<file path="src/hdl/fqs_pkg.sv">
`default_nettype none

package fqs_pkg;

   // Queue geometry
   localparam int DEPTH  = 16;
   localparam int WORD_W = 32;
   localparam int CNT_W  = $clog2(DEPTH + 1);

   // Operation codes
   localparam logic [1:0] KIND_ENQ    = 2'd0;
   localparam logic [1:0] KIND_DEQ    = 2'd1;
   localparam logic [1:0] KIND_SEARCH = 2'd2;

   // Status codes
   localparam logic [1:0] ST_OK       = 2'd0;
   localparam logic [1:0] ST_EMPTY    = 2'd1;
   localparam logic [1:0] ST_FULL     = 2'd2;
   localparam logic [1:0] ST_NOTFOUND = 2'd3;

   typedef logic [WORD_W-1:0] word_type;

   typedef struct packed {
      logic [1:0]               kind;
      logic signed [WORD_W-1:0] value;
   } req_type;

   typedef struct packed {
      logic [1:0]               status;
      logic signed [WORD_W-1:0] value_out;
      logic [CNT_W-1:0]         position;
      logic [CNT_W-1:0]         occupancy;
      logic                     is_empty;
   } rsp_type;

   // Command broadcast to every cell
   typedef struct packed {
      logic     enq;
      logic     deq;
      word_type word;
   } cell_cmd_type;

endpackage

`default_nettype wire

</file>
<file path="src/hdl/fqs_cell.sv">
`default_nettype none

module fqs_cell
   import fqs_pkg::*;
(
   input  wire logic         clock,
   input  wire logic         reset,
   input  wire cell_cmd_type cmd,
   input  wire logic         front_valid,
   input  wire logic         prior_in,
   input  wire logic         back_valid,
   input  wire word_type     back_data,
   output logic              valid,
   output word_type          data,
   output logic              prior_out,
   output logic              first_hit
);

   logic     valid_ff;
   word_type data_ff;
   logic     is_tail;
   logic     hit;

   // This cell is the next free slot when its front neighbor is occupied and it is empty
   assign is_tail = front_valid && !valid_ff;

   // Shift toward the front on dequeue, load at the tail on enqueue
   always_ff @(posedge clock) begin
      if (reset) begin
         valid_ff <= 1'b0;
      end else if (cmd.deq) begin
         valid_ff <= back_valid;
      end else if (cmd.enq && is_tail) begin
         valid_ff <= 1'b1;
      end
   end

   always_ff @(posedge clock) begin
      if (cmd.deq) begin
         data_ff <= back_data;
      end else if (cmd.enq && is_tail) begin
         data_ff <= cmd.word;
      end
   end

   // Compare against the target and pass the match flag backward
   assign hit       = valid_ff && (data_ff == cmd.word);
   assign first_hit = hit && !prior_in;
   assign prior_out = prior_in || hit;

   assign valid = valid_ff;
   assign data  = data_ff;

endmodule

`default_nettype wire

</file>
<file path="src/hdl/fifo_queue_with_search_unit.sv">
// Channel | Ports                          | Direction | Payload
// request | req_valid, req_stall, req_data | in        | kind, value
// response| rsp_valid, rsp_stall, rsp_data | out       | status, value_out, position,
//         |                                |           | occupancy, is_empty
// The response is registered when the request is accepted, even as the last response leaves.
// The search compare ripples its match flag through the row of cells, which sets the path.
// Reset clears the cell valid bits, the occupancy counter and the response valid flag at once.
// A stalled response holds its register and stalls the request side in the same cycle.
`default_nettype none

module fifo_queue_with_search_unit
   import fqs_pkg::*;
(
   input  wire logic    clock,
   input  wire logic    reset,
   input  wire logic    req_valid,
   output logic         req_stall,
   input  wire req_type req_data,
   output logic         rsp_valid,
   input  wire logic    rsp_stall,
   output rsp_type      rsp_data
);

   logic             accept;
   logic             full;
   logic             empty;
   logic             enq_do;
   logic             deq_do;
   cell_cmd_type     cmd;
   logic             cell_valid [DEPTH];
   word_type         cell_data  [DEPTH];
   logic             cell_first [DEPTH];
   logic             prior      [DEPTH+1];
   logic [CNT_W-1:0] count_ff;
   logic [CNT_W-1:0] count_in;
   logic [CNT_W-1:0] pos;
   rsp_type          rsp_ff;
   rsp_type          rsp_in;
   logic             rsp_valid_ff;

   // Hold off new requests while a response waits to transfer
   assign req_stall = rsp_valid_ff && rsp_stall;
   assign accept    = req_valid && !req_stall;

   assign full   = cell_valid[DEPTH-1];
   assign empty  = !cell_valid[0];
   assign enq_do = accept && (req_data.kind == KIND_ENQ) && !full;
   assign deq_do = accept && (req_data.kind == KIND_DEQ) && !empty;

   assign cmd.enq  = enq_do;
   assign cmd.deq  = deq_do;
   assign cmd.word = word_type'(req_data.value);

   // Row of cells, front at index zero
   assign prior[0] = 1'b0;

   for (genvar i = 0; i < DEPTH; i++) begin : g_cell
      logic     front_v;
      logic     back_v;
      word_type back_d;

      if (i == 0) begin : g_front
         assign front_v = 1'b1;
      end else begin : g_mid
         assign front_v = cell_valid[i-1];
      end

      if (i == DEPTH - 1) begin : g_back
         assign back_v = 1'b0;
         assign back_d = '0;
      end else begin : g_inner
         assign back_v = cell_valid[i+1];
         assign back_d = cell_data[i+1];
      end

      fqs_cell u_cell (
         .clock       (clock),
         .reset       (reset),
         .cmd         (cmd),
         .front_valid (front_v),
         .prior_in    (prior[i]),
         .back_valid  (back_v),
         .back_data   (back_d),
         .valid       (cell_valid[i]),
         .data        (cell_data[i]),
         .prior_out   (prior[i+1]),
         .first_hit   (cell_first[i])
      );
   end

   // Encode the single first match into a 1-based position
   always_comb begin
      pos = '0;
      for (int i = 0; i < DEPTH; i++) begin
         if (cell_first[i]) begin
            pos = pos | CNT_W'(i + 1);
         end
      end
   end

   // Advance the occupancy counter
   always_comb begin
      count_in = count_ff;
      if (enq_do) begin
         count_in = count_ff + CNT_W'(1);
      end else if (deq_do) begin
         count_in = count_ff - CNT_W'(1);
      end
   end

   always_ff @(posedge clock) begin
      if (reset) begin
         count_ff <= '0;
      end else begin
         count_ff <= count_in;
      end
   end

   // Build the response for the accepted request
   always_comb begin
      rsp_in           = '0;
      rsp_in.occupancy = count_in;
      rsp_in.is_empty  = (count_in == '0);
      case (req_data.kind)
         KIND_ENQ: begin
            rsp_in.status = full ? ST_FULL : ST_OK;
         end
         KIND_DEQ: begin
            if (empty) begin
               rsp_in.status = ST_EMPTY;
            end else begin
               rsp_in.value_out = cell_data[0];
            end
         end
         KIND_SEARCH: begin
            rsp_in.position = pos;
            rsp_in.status   = prior[DEPTH] ? ST_OK : ST_NOTFOUND;
         end
         default: begin
            rsp_in.status = ST_OK;
         end
      endcase
   end

   // Load the response register on accept, drop it once transferred
   always_ff @(posedge clock) begin
      if (reset) begin
         rsp_valid_ff <= 1'b0;
      end else if (accept) begin
         rsp_valid_ff <= 1'b1;
      end else if (!rsp_stall) begin
         rsp_valid_ff <= 1'b0;
      end
   end

   always_ff @(posedge clock) begin
      if (accept) begin
         rsp_ff <= rsp_in;
      end
   end

   assign rsp_valid = rsp_valid_ff;
   assign rsp_data  = rsp_ff;

endmodule

`default_nettype wire

</file>
<file path="config.mk">
export PLATFORM = sky130hd
export DESIGN_NAME = fifo_queue_with_search_unit
export DESIGN_NICKNAME = d
export VERILOG_FILES = /design/src/hdl/fqs_pkg.sv /design/src/hdl/fqs_cell.sv /design/src/hdl/fifo_queue_with_search_unit.sv
export SDC_FILE = /design/constraint.sdc
export NUM_CORES = 1
export LEC_CHECK = 0
export ABC_AREA = 1
export BUFFER_PORTS_ARGS = -buffer_cell sky130_fd_sc_hd__buf_2
export CORE_MARGIN = 2
export CORE_UTILIZATION = 57
export DETAILED_ROUTE_END_ITERATION = 7
export PLACE_DENSITY_LB_ADDON = 0.1
export SETUP_SLACK_MARGIN = 0.15
export SLEW_MARGIN = 20
export SYNTH_ARGS = -nofsm -noshare
export SYNTH_HDL_FRONTEND = slang
export SYNTH_HIERARCHICAL = 1
export SYNTH_SLANG_ARGS = --single-unit
export TNS_END_PERCENT = 5
</file>
<file path="constraint.sdc">
create_clock -name clock -period 10 [get_ports clock]
set_input_delay 1 -clock clock [delete_from_list [all_inputs] [get_ports clock]]
set_output_delay 1 -clock clock [all_outputs]
set_load 0.05 [all_outputs]
</file>
### After elaboration in Yosys (flattened, before gate mapping)

Index checks and enable logic that the tools add are counted.

* multiplexer cells: 84
* equality and inequality tests: 19
* divide/modulo/power cells: 0
* order comparisons: 0
* shift-type cells: 0
* bitwise logic cells: 0
* $mul: 0
* add/sub/neg operators: 2
* reductions and logical operators: 134

Operators with widths (number)
* $mux 32: 30
* $eq 32x32->1: 16
* $logic_and 1x1->1: 68
* $mux 1: 34
* $logic_not 1->1: 32
* $mux 4: 8
* $reduce_bool 2->1: 15
* $logic_or 1x1->1: 15
* $mux 5: 3
* $mux 3: 4
* $mux 2: 4
* $pmux 2 s3: 1
* $add 5x1->5 const B: 1
* $logic_not 5->1: 1
* $sub 5x1->5 const B: 1
* $eq 2x1->1 const B: 1
* $eq 2x2->1 const B: 1
* $logic_not 2->1: 1
* $ne 2x1->1 const B: 1
* $reduce_and 2->1: 1
* $reduce_or 2->1: 1

* bits in latches: 0
* input bits: 38
* flip-flop bits (word level): 579
* memory bits (writable): 0
* ROM bits: 0
* memories: 0

### Logic depth before layout (Yosys ltp)

* depth after elaboration: 19
* depth in mapped cells: 25
* mapped depth without buffers: 25

### Modules after synthesis

The synthesis kept the hierarchy.

By module, submodules not included
* fqs_cell: times used 16, sequential area each 980.9 sq um, area an instance 1980.6 sq um, cells an instance 266
* fifo_queue_with_search_unit: times used 1, sequential area each 1471.4 sq um, area an instance 2168.3 sq um, cells an instance 208

### Least setup slack after synthesis

OpenSTA, ideal clock, no wires.

* kind: input-to-reg
* start: input port req_data[0] in the netlist's numbering
* end: register rsp_ff, in the netlist rsp_data[43], data pin
* stages: 22
* data required time: 9848 ps
* data arrival time: 4618 ps
* slack: 5230 ps
* path buffers: 0
* setup time: 152 ps
* cells stage by stage: inv_1 -> or2_2 -> nand4_1 -> nor2_1 -> nand3_1 -> o21bai_2 -> o21bai_2 -> o21bai_2 -> o21bai_2 -> o21bai_2 -> o21bai_2 -> o21bai_2 -> o21bai_2 -> o21bai_2 -> o21bai_2 -> o21bai_2 -> o21bai_2 -> o21bai_2 -> o21bai_2 -> o21bai_2 -> o21bai_2 -> o22ai_1

RTL lines
* from (decl): RTL line fifo_queue_with_search_unit.sv:18 `input wire req_type req_data,`
* to (signal assigned): RTL line fifo_queue_with_search_unit.sv:158 `rsp_ff <= rsp_in;`
* to (decl): RTL line fifo_queue_with_search_unit.sv:37 `rsp_type rsp_ff;`

==> metrics <==
Total GRT Usage 0.2733; initial antenna violation count 7; layout cell share with drive strength beyond 1 0.07897; Setup Crit Path Kind primary input to register; min Tclk post-route 5.212 ns; Hold Path End rsp_valid; final setup fails 0; CP required roughly 10 ns; Ys Warns 6; FF+latch area 17,170 µm²; fillers around 5,300; area leader, netlist edfxtp_1; Starting Density 0.5748; DRT Wirelength between 80,000 and 90,000 µm; Cell Pwr Density 146.8 nW/µm²; setup tns final 0 ns; Synth async-reset ratio 0; Comb pwr share 0.078; RR Startpoint g_cell[0].u_cell/data[1]; Register-to-Register Path Depth 24; post-layout net count 4,612; Hold Vio Cnt, Final 0; Clk pin slew, worst setup/hold paths 0.06 ns; DRT Pass-1 Iters 6; post-cts resize count 0; crit end category register; leakage power 16.92 nW; Hold-fix buffers, CTS 0; Post-synth EDFFs between 500 and 600; Hold Crit Start rsp_valid; relative slew slack 0.2699; global route total overflow 0; Design Area, Final 37,130 µm²; Skew-Pair Late Insertion Delay 0.60 ns; vias in the first global route ~25,000; htree depth 3; largest net degree at the start of global routing 199; # Max-Cap Violations 0; multi-input logic area 13,300 µm²; CP max FO 32; Worst VDD drop 0.1550 mV; core box area 58,910 µm²; CP Launch Type primary input; crit share post-route 0.5212; Clk pwr share 0.427; Switch Pwr 0.001299 W; Worst R2R Setup Slack 5.35 ns; Pins Over Slew Limit 0; Syn Area/Cell 7.585 µm²; CTS Sinks 579; antenna viol nets, final 0; post-synthesis sequential area ratio 0.5070; GP Congestion 0.8973; Mapped Area 33,860 µm²; max frequency 191.9 MHz; Netlist cell types 35; Setup Buffers After CTS 0; wire length of the first global-routing pass 130,600 µm; die width 247.7 µm; Synth area leaders edfxtp_1 49%, nand2_1 21%, inv_1 8.6%, o21ai_0 5.9%, nor2_1 3.1%; CTS Buffer Depth 3; status completed; placed inst area around 35,000 µm²; commonest register cell after synthesis edfxtp_1; area grow syn2layout 9.667%; drt wl/cell ~16 µm; Synth Register Bits 579; via/cell ratio 4.987; vias about 27,000; dpl hpwl 59,580 µm; CTS tree built; port bufs 84; 1st-iter DRT viols 1,822; most frequent cells after synthesis 1,866 x nand2_1, 780 x inv_1, 557 x edfxtp_1, 401 x o21ai_0, 280 x nor2_1; Slew @ Worst Pin 1.095 ns; unrepaired setup endpoints after global routing false; DRC viols 0; Synth Instances 4,464; share of the synthesized area in the top cell type 0.4940; total power about 0.0055 W; num rows 89; Cell Int Power approximately 0.0042 W; Clock Skew about 0.018 ns; I/O Pins 85; chip height 247.7 µm; hold crit path type register to register; count leader, synth nand2_1; Hold Path Stages 2; switching portion of total power 0.2384; Root Driver clkbuf_16; DIE AREA 61,370 µm²; CTS Buf Count 67; Flop pwr share 0.496; Crit path arrival time roughly 5.7 ns; RR Endpoint rsp_data[44]
## per-stage QoR
stage / worst slack [ns] / hold WS [ns] / utilization / instances
finish: 4.788 / 0.5206 / 0.6303 / 5401
global route: 4.623 / 0.5461 / 0.6303 / 5401
CTS: 4.873 / 0.5210 / 0.6301 / 5395
detailed placement: 4.275 / 0.5132 / 0.5956 / 5276
global placement: 4.330 / 0.4923 / 0.5956 / 5276
floorplan: 5.230 / 0.4920 / - / 4498
## flip-flops by register name, summed over array words and instances (netlist names)
register	cells
g_cell.u_cell/valid	16
count_ff	5
rsp_valid	1
rsp_data	45
g_cell.u_cell/data	512
## critical path, cell delays in order
cell	delay [ns]
buf_2	0.75
nand2_1	0.11
nand2_1	0.09
nor2_1	0.04
nand2_1	0.07
nor2_2	0.06
nand3_2	0.14
o21bai_2	0.09
o21bai_2	0.20
o21bai_2	0.21
o21bai_2	0.21
o21bai_2	0.21
o21bai_2	0.22
o21bai_2	0.21
o21bai_2	0.21
o21bai_2	0.20
o21bai_2	0.20
o21bai_2	0.20
o21bai_2	0.21
o21bai_2	0.21
o21bai_2	0.20
o21bai_2	0.21
o21bai_2	0.21
o22ai_1	0.16
## routing by layer
metal	GRT usage	vias to the layer above	part of all wire
li1	-	14020	-
met2	0.4816	606	0.50
met3	0.03266	208	0.039
met1	0.3258	12110	0.41
met5	0	-	0
met4	0.1493	0	0.057
## power groups by stage
stage                     sequential, W  clock [W]  combinational (W)
after floorplan                 0.00278          0           0.000236
after global placement          0.00275          0           0.000410
after detailed placement        0.00275          0           0.000420
after CTS                       0.00270    0.00236           0.000422
after global routing            0.00270    0.00246           0.000480
final                           0.00270    0.00233           0.000424
## how the worst max path moves through the flow
stage | startpoint | to | slack, ns | cells after the start
after floorplan | req_data[0] | rsp_data[43] | 5.23 | 22
after global placement | req_data[1] | rsp_data[43] | 4.33 | 24
after detailed placement | req_data[1] | rsp_data[44] | 4.27 | 24
after CTS | req_data[1] | rsp_data[43] | 4.87 | 24
after global routing | req_data[1] | rsp_data[43] | 4.62 | 24
final | req_data[1] | rsp_data[44] | 4.79 | 24
## layout by cell type (no fill, tap or decap), drive strengths merged, types with 20 or more instances in the layout
| cell | count |
|---|---|
| a21oi | 22 |
| buf | 104 |
| clkbuf | 95 |
| clkinv | 34 |
| conb | 36 |
| dfxtp | 22 |
| edfxtp | 557 |
| inv | 802 |
| nand2 | 1870 |
| nand3 | 56 |
| nor2 | 331 |
| nor3 | 20 |
| o21ai | 465 |
| xnor2 | 96 |
## kinds of logic (layout without fill, tap and decap cells)
| kind of cell | count (synthesis) | after routing | share of synthesized area |
|---|---|---|---|
| xor+xnor | 112 | 112 | 0.02897 |
| compound gates | 537 | 537 | 0.08714 |
| simple gates | 2316 | 2316 | 0.2720 |
| flops | 579 | 579 | 0.5070 |
| other cells | 2 | 42 | 0.0002218 |
| fa+ha+maj | 2 | 2 | 0.0007390 |
| buf+inv | 916 | 1040 | 0.1039 |
## area by class of cell
cell class                 instances  share of cell area
inverter                         817             0.08259
multi-input combinational       3003              0.3582
timing repair buffer             104             0.01570
clock buffer                      95             0.04994
sequential                       579              0.4623
antenna                            6           0.0004044
clock inverter                    24            0.004785
tap                              773             0.02605
Note: power is estimated with default switching activity, not from simulation.
